[config.mk]
export PLATFORM = sky130hd
export DESIGN_NAME = wav_header_parser
export DESIGN_NICKNAME = d
export VERILOG_FILES = /design/src/rtl/core/wav_hp_pkg.sv /design/src/rtl/core/wav_header_parser.sv
export SDC_FILE = /design/constraint.sdc
export NUM_CORES = 2
export LEC_CHECK = 0
export BUFFER_PORTS_ARGS = -buffer_cell sky130_fd_sc_hd__buf_2
export CORE_MARGIN = 4
export CORE_UTILIZATION = 45
export DETAILED_ROUTE_END_ITERATION = 7
export GPL_TIMING_DRIVEN = 0
export PLACE_DENSITY = 0.63
export SLEW_MARGIN = 20
export SYNTH_ARGS = -nofsm -noshare
export SYNTH_HDL_FRONTEND = slang
export SYNTH_SLANG_ARGS = --single-unit
[constraint.sdc]
create_clock -name i_clk -period 35.5 [get_ports i_clk]
set_clock_uncertainty 0.15 [all_clocks]
set_input_delay 7.1 -clock i_clk [delete_from_list [all_inputs] [get_ports i_clk]]
set_output_delay 7.1 -clock i_clk [all_outputs]
set_load 0.005 [all_outputs]
[src/rtl/core/wav_hp_pkg.sv]
// ----------------------------------------------------------------------------
// wav_hp_pkg
// shared types and constants for the riff/wave pcm header parser
// ----------------------------------------------------------------------------
package wav_hp_pkg;

    localparam int FMT_CAPTURE_BYTES = 16;
    localparam int FMT_IDX_W         = $clog2(FMT_CAPTURE_BYTES);

    localparam logic [31:0] ID_RIFF = 32'h4646_4952;
    localparam logic [31:0] ID_WAVE = 32'h4556_4157;
    localparam logic [31:0] ID_FMT  = 32'h2074_6D66;
    localparam logic [31:0] ID_DATA = 32'h6174_6164;

    localparam logic [31:0] FMT_MIN   = 32'd16;
    localparam logic [32:0] CHUNK_HDR = 33'd8;
    localparam logic [33:0] FILE_HDR  = 34'd12;
    localparam logic [33:0] POS_MAX   = 34'h3_FFFF_FFFF;
    localparam logic [31:0] MAX_SAMPLES_RESET = 32'd65536;

    localparam logic [4:0] MUL_STEPS = 5'd15;
    localparam logic [4:0] DIV_STEPS = 5'd31;

    // result status codes
    localparam logic [3:0] ST_OK        = 4'd0;
    localparam logic [3:0] ST_SMALL     = 4'd1;
    localparam logic [3:0] ST_RIFF      = 4'd2;
    localparam logic [3:0] ST_WAVE      = 4'd3;
    localparam logic [3:0] ST_SIZE      = 4'd4;
    localparam logic [3:0] ST_FMT_SMALL = 4'd5;
    localparam logic [3:0] ST_NO_FMT    = 4'd6;
    localparam logic [3:0] ST_NO_DATA   = 4'd7;
    localparam logic [3:0] ST_FORMAT    = 4'd8;
    localparam logic [3:0] ST_BPS       = 4'd9;
    localparam logic [3:0] ST_CH        = 4'd10;
    localparam logic [3:0] ST_RATE      = 4'd11;
    localparam logic [3:0] ST_ALIGN     = 4'd12;
    localparam logic [3:0] ST_BYTERATE  = 4'd13;
    localparam logic [3:0] ST_EMPTY     = 4'd14;

    typedef enum logic [2:0] {
        PH_FILE,
        PH_CHDR,
        PH_BODY,
        PH_STOP,
        PH_DATA
    } t_phase;

    typedef enum logic [2:0] {
        SQ_FEED,
        SQ_CHECK,
        SQ_BRATE,
        SQ_DIV,
        SQ_SPAN,
        SQ_DONE
    } t_seq;

endpackage

[src/rtl/core/wav_header_parser.sv]
// ----------------------------------------------------------------------------
// wav_header_parser
// byte-wide riff/wave pcm header parser with one shared add/subtract unit
// ----------------------------------------------------------------------------
// channel   direction  handshake                    payload
// s_axis    in         s_axis_tvalid/s_axis_tready  file byte, tlast on final
// m_axis    out        m_axis_tvalid/m_axis_tready  one result per buffer
// cfg       in         i_cfg_valid/o_cfg_ready      max_samples
//
// one byte a cycle while s_axis_tready is high; after the final byte the block
// is busy on a good header (check, byte-rate multiply, divide, span multiply,
// hand-over) on the shared shift-add/subtract unit; errors skip ahead.
// reset is synchronous, clears all parse state and sets the limit to 65536.
// a finished result waits in its output register while the next buffer flows.
// ----------------------------------------------------------------------------
module wav_header_parser (
    input  logic         i_clk,
    input  logic         i_rst_n,
    input  logic         s_axis_tvalid,
    output logic         s_axis_tready,
    input  logic [7:0]   s_axis_tdata,   // data_byte
    input  logic         s_axis_tlast,   // last_byte
    output logic         m_axis_tvalid,
    input  logic         m_axis_tready,
    // channel_count, sample_rate, frame_bytes, sample_bits, frame_count,
    // data_start, sample_span_bytes, zero fill
    output logic [183:0] m_axis_tdata,
    output logic [7:0]   m_axis_tuser,   // status, was_clamped, zero fill
    input  logic         i_cfg_valid,
    output logic         o_cfg_ready,
    input  logic [31:0]  i_cfg_data
);
    import wav_hp_pkg::*;

    // parse state
    t_phase       r_phase, n_phase;
    logic [33:0]  r_pos, n_pos;
    logic [33:0]  r_walk_end, n_walk_end;
    logic [63:0]  r_shift, n_shift;
    logic [32:0]  r_skip, n_skip;
    logic [7:0]   r_fmt [FMT_CAPTURE_BYTES];
    logic [7:0]   n_fmt [FMT_CAPTURE_BYTES];
    logic         r_fmt_present, n_fmt_present;
    logic [31:0]  r_data_len, n_data_len;
    logic [3:0]   r_err, n_err;
    logic [31:0]  r_max, n_max;

    // sequencer and shared unit
    t_seq         r_seq, n_seq;
    logic [31:0]  r_acc, n_acc;
    logic [31:0]  r_opa, n_opa;
    logic [31:0]  r_opb, n_opb;
    logic [4:0]   r_cnt, n_cnt;
    logic [3:0]   r_status, n_status;
    logic [31:0]  r_frames, n_frames;
    logic         r_clamped, n_clamped;

    // output register
    logic         r_ovalid, n_ovalid;
    logic [3:0]   r_o_status, n_o_status;
    logic [15:0]  r_o_ch, n_o_ch;
    logic [31:0]  r_o_rate, n_o_rate;
    logic [15:0]  r_o_align, n_o_align;
    logic [15:0]  r_o_bps, n_o_bps;
    logic [31:0]  r_o_frames, n_o_frames;
    logic         r_o_clamped, n_o_clamped;
    logic [33:0]  r_o_start, n_o_start;
    logic [31:0]  r_o_span, n_o_span;

    logic         feed;
    logic [63:0]  shift_new;
    logic [31:0]  id_new, size_new;
    logic [34:0]  pos_next;
    logic         walk_ok;
    logic [33:0]  riff_size;
    logic [32:0]  skip_dec;
    logic [32:0]  body_idx;

    logic [15:0]  f_fmtc, f_ch, f_align, f_bps;
    logic [31:0]  f_rate, f_brate;
    logic [18:0]  align_expect;
    logic [3:0]   chk_status;

    logic         is_div;
    logic [32:0]  div_shifted;
    logic [33:0]  op_x, op_y, sum;
    logic         div_ge;
    logic [31:0]  mul_acc_next;
    logic [31:0]  quotient;
    logic         cnt_zero;
    logic         brate_bad;
    logic         done_load;

    // ------------------------------------------------------------------------
    // byte feed helpers
    // ------------------------------------------------------------------------
    assign feed      = (r_seq == SQ_FEED) && s_axis_tvalid;
    assign shift_new = {s_axis_tdata, r_shift[63:8]};
    assign id_new    = shift_new[31:0];
    assign size_new  = shift_new[63:32];
    assign pos_next  = {1'b0, r_pos} + 35'd1;
    assign walk_ok   = (pos_next + 35'd8) <= {1'b0, r_walk_end};
    assign riff_size = r_walk_end - 34'd8;
    assign skip_dec  = r_skip - 33'd1;
    assign body_idx  = {1'b0, r_shift[63:32]} - r_skip;

    // ------------------------------------------------------------------------
    // fmt field checks
    // ------------------------------------------------------------------------
    assign f_fmtc  = {r_fmt[1], r_fmt[0]};
    assign f_ch    = {r_fmt[3], r_fmt[2]};
    assign f_rate  = {r_fmt[7], r_fmt[6], r_fmt[5], r_fmt[4]};
    assign f_brate = {r_fmt[11], r_fmt[10], r_fmt[9], r_fmt[8]};
    assign f_align = {r_fmt[13], r_fmt[12]};
    assign f_bps   = {r_fmt[15], r_fmt[14]};
    assign align_expect = {3'b000, f_ch} * {16'd0, f_bps[5:3]};

    always_comb begin
        if (r_pos < FILE_HDR) begin
            chk_status = ST_SMALL;
        end else if (r_err != ST_OK) begin
            chk_status = r_err;
        end else if (!r_fmt_present) begin
            chk_status = ST_NO_FMT;
        end else if (r_phase != PH_DATA) begin
            chk_status = ST_NO_DATA;
        end else if (f_fmtc != 16'd1) begin
            chk_status = ST_FORMAT;
        end else if (f_bps != 16'd16 && f_bps != 16'd24 && f_bps != 16'd32) begin
            chk_status = ST_BPS;
        end else if (f_ch == 16'd0) begin
            chk_status = ST_CH;
        end else if (f_rate == 32'd0) begin
            chk_status = ST_RATE;
        end else if ({3'b000, f_align} != align_expect) begin
            chk_status = ST_ALIGN;
        end else begin
            chk_status = ST_OK;
        end
    end

    // ------------------------------------------------------------------------
    // shared add/subtract unit: shift-add multiply or restoring divide step
    // ------------------------------------------------------------------------
    assign is_div       = (r_seq == SQ_DIV);
    assign div_shifted  = {r_acc, r_opb[31]};
    assign op_x         = is_div ? {1'b0, div_shifted} : {2'b00, r_acc};
    assign op_y         = is_div ? ~{18'd0, f_align} : {2'b00, r_opa};
    assign sum          = op_x + op_y + {33'd0, is_div};
    assign div_ge       = !sum[33];
    assign mul_acc_next = r_opb[0] ? sum[31:0] : r_acc;
    assign quotient     = {r_opb[30:0], div_ge};
    assign cnt_zero     = (r_cnt == 5'd0);
    assign brate_bad    = (f_brate != mul_acc_next);
    assign done_load    = (r_seq == SQ_DONE) && (!r_ovalid || m_axis_tready);

    // ------------------------------------------------------------------------
    // sequencer next state
    // ------------------------------------------------------------------------
    always_comb begin
        n_seq = r_seq;
        unique case (r_seq)
            SQ_FEED: begin
                if (feed && s_axis_tlast) begin
                    n_seq = SQ_CHECK;
                end
            end
            SQ_CHECK: begin
                n_seq = (chk_status != ST_OK) ? SQ_DONE : SQ_BRATE;
            end
            SQ_BRATE: begin
                if (cnt_zero) begin
                    n_seq = (brate_bad || r_data_len == 32'd0) ? SQ_DONE : SQ_DIV;
                end
            end
            SQ_DIV: begin
                if (cnt_zero) begin
                    n_seq = SQ_SPAN;
                end
            end
            SQ_SPAN: begin
                if (cnt_zero) begin
                    n_seq = SQ_DONE;
                end
            end
            SQ_DONE: begin
                if (done_load) begin
                    n_seq = SQ_FEED;
                end
            end
            default: n_seq = SQ_FEED;
        endcase
    end

    // ------------------------------------------------------------------------
    // sequencer outputs
    // ------------------------------------------------------------------------
    always_comb begin
        s_axis_tready = (r_seq == SQ_FEED);
        m_axis_tvalid = r_ovalid;
        o_cfg_ready   = 1'b1;
        m_axis_tdata  = {6'd0, r_o_span, r_o_start, r_o_frames, r_o_bps,
                         r_o_align, r_o_rate, r_o_ch};
        m_axis_tuser  = {3'd0, r_o_clamped, r_o_status};
    end

    // ------------------------------------------------------------------------
    // datapath
    // ------------------------------------------------------------------------
    always_comb begin
        n_phase       = r_phase;
        n_pos         = r_pos;
        n_walk_end    = r_walk_end;
        n_shift       = r_shift;
        n_skip        = r_skip;
        n_fmt         = r_fmt;
        n_fmt_present = r_fmt_present;
        n_data_len    = r_data_len;
        n_err         = r_err;
        n_max         = r_max;
        n_acc         = r_acc;
        n_opa         = r_opa;
        n_opb         = r_opb;
        n_cnt         = r_cnt;
        n_status      = r_status;
        n_frames      = r_frames;
        n_clamped     = r_clamped;
        n_ovalid      = r_ovalid && !m_axis_tready;
        n_o_status    = r_o_status;
        n_o_ch        = r_o_ch;
        n_o_rate      = r_o_rate;
        n_o_align     = r_o_align;
        n_o_bps       = r_o_bps;
        n_o_frames    = r_o_frames;
        n_o_clamped   = r_o_clamped;
        n_o_start     = r_o_start;
        n_o_span      = r_o_span;

        if (i_cfg_valid) begin
            n_max = i_cfg_data;
        end

        if (feed) begin
            if (r_pos != POS_MAX) begin
                n_pos = pos_next[33:0];
            end
            unique case (r_phase)
                PH_FILE: begin
                    n_shift = shift_new;
                    if (r_pos == 34'd7) begin
                        if (id_new != ID_RIFF) begin
                            n_err   = ST_RIFF;
                            n_phase = PH_STOP;
                        end else begin
                            n_walk_end = {2'b00, size_new} + 34'd8;
                        end
                    end else if (r_pos == FILE_HDR - 34'd1) begin
                        if (size_new != ID_WAVE) begin
                            n_err   = ST_WAVE;
                            n_phase = PH_STOP;
                        end else if (riff_size < 34'd4 || riff_size > 34'hFFFF_FFF7) begin
                            n_err   = ST_SIZE;
                            n_phase = PH_STOP;
                        end else begin
                            n_phase = walk_ok ? PH_CHDR : PH_STOP;
                            n_skip  = CHUNK_HDR;
                        end
                    end
                end
                PH_CHDR: begin
                    n_shift = shift_new;
                    n_skip  = skip_dec;
                    if (skip_dec == 33'd0) begin
                        if (id_new == ID_FMT && size_new < FMT_MIN) begin
                            n_err   = ST_FMT_SMALL;
                            n_phase = PH_STOP;
                        end else if (id_new == ID_DATA) begin
                            n_data_len = size_new;
                            n_walk_end = pos_next[33:0];
                            n_phase    = PH_DATA;
                        end else begin
                            if (id_new == ID_FMT) begin
                                for (int i = 0; i < FMT_CAPTURE_BYTES; i++) begin
                                    n_fmt[i] = 8'd0;
                                end
                                n_fmt_present = 1'b1;
                            end
                            if (size_new == 32'd0) begin
                                n_phase = walk_ok ? PH_CHDR : PH_STOP;
                                n_skip  = CHUNK_HDR;
                            end else begin
                                n_phase = PH_BODY;
                                n_skip  = {1'b0, size_new};
                            end
                        end
                    end
                end
                PH_BODY: begin
                    if (r_shift[31:0] == ID_FMT &&
                        body_idx < 33'(FMT_CAPTURE_BYTES)) begin
                        n_fmt[body_idx[FMT_IDX_W-1:0]] = s_axis_tdata;
                    end
                    n_skip = skip_dec;
                    if (skip_dec == 33'd0) begin
                        n_phase = walk_ok ? PH_CHDR : PH_STOP;
                        n_skip  = CHUNK_HDR;
                    end
                end
                default: begin
                end
            endcase
        end

        case (r_seq)
            SQ_CHECK: begin
                n_status = chk_status;
                n_acc    = 32'd0;
                n_opa    = f_rate;
                n_opb    = {16'd0, f_align};
                n_cnt    = MUL_STEPS;
            end
            SQ_BRATE: begin
                n_acc = mul_acc_next;
                n_opa = {r_opa[30:0], 1'b0};
                n_opb = {1'b0, r_opb[31:1]};
                n_cnt = r_cnt - 5'd1;
                if (cnt_zero) begin
                    if (brate_bad) begin
                        n_status = ST_BYTERATE;
                    end else if (r_data_len == 32'd0) begin
                        n_status = ST_EMPTY;
                    end
                    n_acc = 32'd0;
                    n_opb = r_data_len;
                    n_cnt = DIV_STEPS;
                end
            end
            SQ_DIV: begin
                n_acc = div_ge ? sum[31:0] : div_shifted[31:0];
                n_opb = quotient;
                n_cnt = r_cnt - 5'd1;
                if (cnt_zero) begin
                    if (quotient > r_max) begin
                        n_frames  = r_max;
                        n_clamped = 1'b1;
                        n_opa     = r_max;
                    end else begin
                        n_frames  = quotient;
                        n_clamped = 1'b0;
                        n_opa     = quotient;
                    end
                    n_acc = 32'd0;
                    n_opb = {16'd0, f_align};
                    n_cnt = MUL_STEPS;
                end
            end
            SQ_SPAN: begin
                n_acc = mul_acc_next;
                n_opa = {r_opa[30:0], 1'b0};
                n_opb = {1'b0, r_opb[31:1]};
                n_cnt = r_cnt - 5'd1;
            end
            SQ_DONE: begin
                if (done_load) begin
                    n_ovalid   = 1'b1;
                    n_o_status = r_status;
                    if (r_status == ST_OK) begin
                        n_o_ch      = f_ch;
                        n_o_rate    = f_rate;
                        n_o_align   = f_align;
                        n_o_bps     = f_bps;
                        n_o_frames  = r_frames;
                        n_o_clamped = r_clamped;
                        n_o_start   = r_walk_end;
                        n_o_span    = r_acc;
                    end else begin
                        n_o_ch      = 16'd0;
                        n_o_rate    = 32'd0;
                        n_o_align   = 16'd0;
                        n_o_bps     = 16'd0;
                        n_o_frames  = 32'd0;
                        n_o_clamped = 1'b0;
                        n_o_start   = 34'd0;
                        n_o_span    = 32'd0;
                    end
                    // fresh parse state for the next buffer
                    n_phase       = PH_FILE;
                    n_pos         = 34'd0;
                    n_walk_end    = 34'd0;
                    n_shift       = 64'd0;
                    n_skip        = 33'd0;
                    for (int i = 0; i < FMT_CAPTURE_BYTES; i++) begin
                        n_fmt[i] = 8'd0;
                    end
                    n_fmt_present = 1'b0;
                    n_data_len    = 32'd0;
                    n_err         = ST_OK;
                end
            end
            default: begin
            end
        endcase
    end

    // ------------------------------------------------------------------------
    // registers
    // ------------------------------------------------------------------------
    always_ff @(posedge i_clk) begin
        if (!i_rst_n) begin
            r_seq         <= SQ_FEED;
            r_phase       <= PH_FILE;
            r_pos         <= 34'd0;
            r_walk_end    <= 34'd0;
            r_shift       <= 64'd0;
            r_skip        <= 33'd0;
            for (int i = 0; i < FMT_CAPTURE_BYTES; i++) begin
                r_fmt[i] <= 8'd0;
            end
            r_fmt_present <= 1'b0;
            r_data_len    <= 32'd0;
            r_err         <= ST_OK;
            r_max         <= MAX_SAMPLES_RESET;
            r_ovalid      <= 1'b0;
        end else begin
            r_seq         <= n_seq;
            r_phase       <= n_phase;
            r_pos         <= n_pos;
            r_walk_end    <= n_walk_end;
            r_shift       <= n_shift;
            r_skip        <= n_skip;
            r_fmt         <= n_fmt;
            r_fmt_present <= n_fmt_present;
            r_data_len    <= n_data_len;
            r_err         <= n_err;
            r_max         <= n_max;
            r_ovalid      <= n_ovalid;
        end
    end

    always_ff @(posedge i_clk) begin
        r_acc       <= n_acc;
        r_opa       <= n_opa;
        r_opb       <= n_opb;
        r_cnt       <= n_cnt;
        r_status    <= n_status;
        r_frames    <= n_frames;
        r_clamped   <= n_clamped;
        r_o_status  <= n_o_status;
        r_o_ch      <= n_o_ch;
        r_o_rate    <= n_o_rate;
        r_o_align   <= n_o_align;
        r_o_bps     <= n_o_bps;
        r_o_frames  <= n_o_frames;
        r_o_clamped <= n_o_clamped;
        r_o_start   <= n_o_start;
        r_o_span    <= n_o_span;
    end

    // ------------------------------------------------------------------------
    // assertions
    // ------------------------------------------------------------------------
    a_busy_after_last: assert property (@(posedge i_clk) disable iff (!i_rst_n)
        (s_axis_tvalid && s_axis_tready && s_axis_tlast) |=> !s_axis_tready)
        else $error("input taken while a buffer is being finished");

    a_result_from_done: assert property (@(posedge i_clk) disable iff (!i_rst_n)
        $rose(m_axis_tvalid) |-> $past(r_seq == SQ_DONE))
        else $error("result raised outside the hand-over step");

    a_ok_has_align: assert property (@(posedge i_clk) disable iff (!i_rst_n)
        (m_axis_tvalid && r_o_status == ST_OK) |-> (r_o_align != 16'd0))
        else $error("good result with zero block align");

    a_error_zero: assert property (@(posedge i_clk) disable iff (!i_rst_n)
        (m_axis_tvalid && r_o_status != ST_OK) |->
            (r_o_frames == 32'd0 && r_o_start == 34'd0 && r_o_span == 32'd0))
        else $error("error result carries payload");

    a_clamp_limit: assert property (@(posedge i_clk) disable iff (!i_rst_n)
        (m_axis_tvalid && r_o_clamped) |-> (r_o_frames == r_max))
        else $error("clamped count differs from the limit");

endmodule
==> flow_metrics.env <==
export IMPL_reg2reg_depth=33
export IMPL_ctsHoldBuffers=0
export IMPL_start_util=0.453
export IMPL_arrival_ns=11.31
export IMPL_status="complete, but fails checks"
export IMPL_synthCells=4762
export IMPL_cts_resized_gates=0
export IMPL_grt_first_pass_wirelength_um=245000
export IMPL_io_pins=241
export IMPL_hold_path_class="flop to flop"
export IMPL_min_period_ns=10.89
export IMPL_min_to="r_shift[3]"
export IMPL_crit_required_ns=35.92
export IMPL_core_area_mm2=0.0932
export IMPL_p_leak_nw=18.5
export IMPL_areaGrowthSynthToFinish_pct=13.7
export IMPL_drtAntennaViolNets=0
export IMPL_relSlewSlack=0.170
export IMPL_pre_cts_slack_ns=24.25
export IMPL_end_kind="flop"
export IMPL_setup_viol=0
export IMPL_rows=112
export IMPL_start_kind="primary input"
export IMPL_ys_seq_elements=690
export IMPL_worstHoldStart="r_shift[3]"
export IMPL_gr_total_overflow=0
export IMPL_clkTransAtPathRegs_ns=0.06
export IMPL_p_per_area_mw_per_mm2=83.1
export IMPL_synth_xor_area_share=0.0573
export IMPL_die_area_mm2=0.0988
export IMPL_post_route_period_util=0.307
export IMPL_final_cell_mix="593 x nand2_1, 369 x dfxtp_1, 321 x edfxtp_1"
export IMPL_rrSetupSlack_ns=24.69
export IMPL_synthMuxAreaShare=0.0312
export IMPL_r2r_start="r_seq[1]"
export IMPL_crit_type="primary input to flop"
export IMPL_cts_root_buf="clkbuf_16"
export IMPL_synth_ff_type="dfxtp_1"
export IMPL_synth_simple_area_share=0.203
export IMPL_die_y_um=314
export IMPL_cts_sinks=690
export IMPL_fin_tns_setup_ns=0
export IMPL_yosysSeqAreaShare=0.403
export IMPL_cp_max_fo=10
export IMPL_synth_distinct_cells=93
export IMPL_grt_pass1_vias=37200
export IMPL_maxSlewViolCount=0
export IMPL_vias=39700
export IMPL_r2r_end="r_opa[12]"
export IMPL_clockBufferDepth=3
export IMPL_finalHoldViolCount=0
export IMPL_avgSynthCellArea_um2=8.87
export IMPL_cp_startpoint="s_axis_tdata[5]"
export IMPL_drt_initial_drc_count=4697
export IMPL_maxCapViolCount=0
export IMPL_htreeDepth=3
export IMPL_yosys_warnings=0
export IMPL_place_gp_congestion=0.996
export IMPL_synth_edf_count=321
export IMPL_hold_ws_ns=0.306
export IMPL_grt_max_degree=30
export IMPL_die_width_um=314
export IMPL_wire_per_inst_um=26.3
export IMPL_grt_use_total=0.330
export IMPL_rsz0062_at_grt="false"
export IMPL_ir_worst_vdd_uv=40.8
export IMPL_worst_slew_pin_slew_ns=1.23
export IMPL_synth_top_family_by_area="simple AND/OR/NAND/NOR gates"
export IMPL_cts_buffers=80
export IMPL_holdPathStages=2
export IMPL_drive_gt1_frac=0.0990
export IMPL_synth_adder_area_share=0.0541
export IMPL_cts_tree="built"
export IMPL_violations="DRC"
export IMPL_postLayoutSetupSlackWorst_ns=24.61
export IMPL_fmax_ghz=0.0919
export IMPL_viasPerCell=6.19
export IMPL_layout_commonest_cell="nand2_1"
export IMPL_routed_wl_um=169000
export IMPL_io_buffer_count=223
export IMPL_synth_compound_area_frac=0.201
export IMPL_nets=5314
export IMPL_antenna_found_initial=8
export IMPL_dr_pass1_iters=8
export IMPL_remaining_drc_errors=11
export IMPL_synthesis_area_mm2=0.0422
export IMPL_post_cts_buffers=0
export IMPL_clkLatencyLatePin_ns=0.68
export IMPL_ys_async_sr_fraction=0
export IMPL_dp_hpwl_um=130000
[critical path: stages]
cell      delay, ns
clkbuf_1       0.39
nor4_1         0.40
nand4_1        0.14
nor4_1         0.30
and4_1         0.38
and4_1         0.31
nor2_1         0.06
and4_1         0.26
nor2_1         0.61
or2_2          0.22
clkbuf_1       0.44
buf_2          0.45
o211ai_1       0.15
o31ai_1        0.10
[state kept, by name, summed over array words and instances, names as in the netlist, 33 cells and up]
name	cells
r_o_start	34
r_walk_end	34
r_skip	33
r_pos	34
r_shift	64
[layer usage]
| metal | up-vias | track usage | wire, µm |
|---|---|---|---|
| li1 | 18100 | - | - |
| met2 | 1965 | 0.523 | 75600 |
| met5 | - | 0 | 56 |
| met4 | 6 | 0.194 | 11900 |
| met1 | 19200 | 0.422 | 67100 |
| met3 | 457 | 0.0619 | 14700 |
[synth_stat cells, drive strengths merged (23+ instances only)]
cell type  number  area share
o21ai         168       0.020
mux2i          90       0.021
o211ai        146       0.026
nand4         109       0.018
nor3           93       0.011
a31oi          30      0.0044
a22o           50       0.010
buf            56      0.0070
mux2           37      0.0099
clkbuf        292       0.026
o21a           23      0.0041
edfxtp        321        0.23
xnor2         168       0.035
nor4           93       0.015
and3           30      0.0044
and2          214       0.032
inv           189       0.017
nand2         593       0.053
a21o           80       0.014
ha            154       0.046
o31ai         149       0.026
o22ai          64      0.0095
a21oi         307       0.036
nand3          89       0.011
nand2b         43      0.0064
dfxtp         369        0.17
nor2          295       0.026
xor2          103       0.021
[worst max-delay path by stage]
stage | to | slack [ns] | depth (start not counted)
floorplan | f_fmtc[6] | 17.79 | 11
global route | r_opa[12] | 24.24 | 33
CTS | r_opa[12] | 24.61 | 33
global placement | f_rate[6] | 9.53 | 12
detailed placement | f_rate[14] | 24.25 | 14
finish | f_brate[6] | 24.61 | 14
[cell families after synthesis]
group,Yosys count
AND/OR/NAND/NOR,1708
AO/OA/AOI/OAI,1253
flip-flops,690
buffers and inverters,537
XOR/XNOR,273
adder cells (fa/ha/maj),172
multiplexers,127
other,2
[area by class of cell]
cell class	count	area, µm²
Buffer	348	1400
Antenna cell	8	20.0
Clock buffer	106	2220
Tap cell	1254	1570
Timing Repair Buffer	244	1440
Fill cell	8917	45200
Clock inverter	42	464
Inverter	189	709
Multi-Input combinational cell	3543	23200
Sequential cell	690	17000
[power breakdown]
| part | internal (mW) | leakage [nW] | switching (mW) |
|---|---|---|---|
| sequential | 0.953 | 6.15 | 0.122 |
| clock | 0.483 | 1.30 | 0.361 |
| combinational | 0.702 | 11.0 | 1.37 |
[stage by stage]
| step | area (µm²) | util | total power [mW] | std cells |
|---|---|---|---|---|
| floorplan | 42300 | - | 2.45 | 4770 |
| global placement | 45000 | 0.482 | 3.08 | 6247 |
| detailed placement | 45300 | 0.486 | 3.09 | 6268 |
| CTS | 48000 | 0.515 | 3.93 | 6416 |
| global route | 48000 | 0.515 | 4.18 | 6416 |
| finish | 48000 | 0.515 | 3.99 | 6424 |
(Power assumes the default switching activity.)
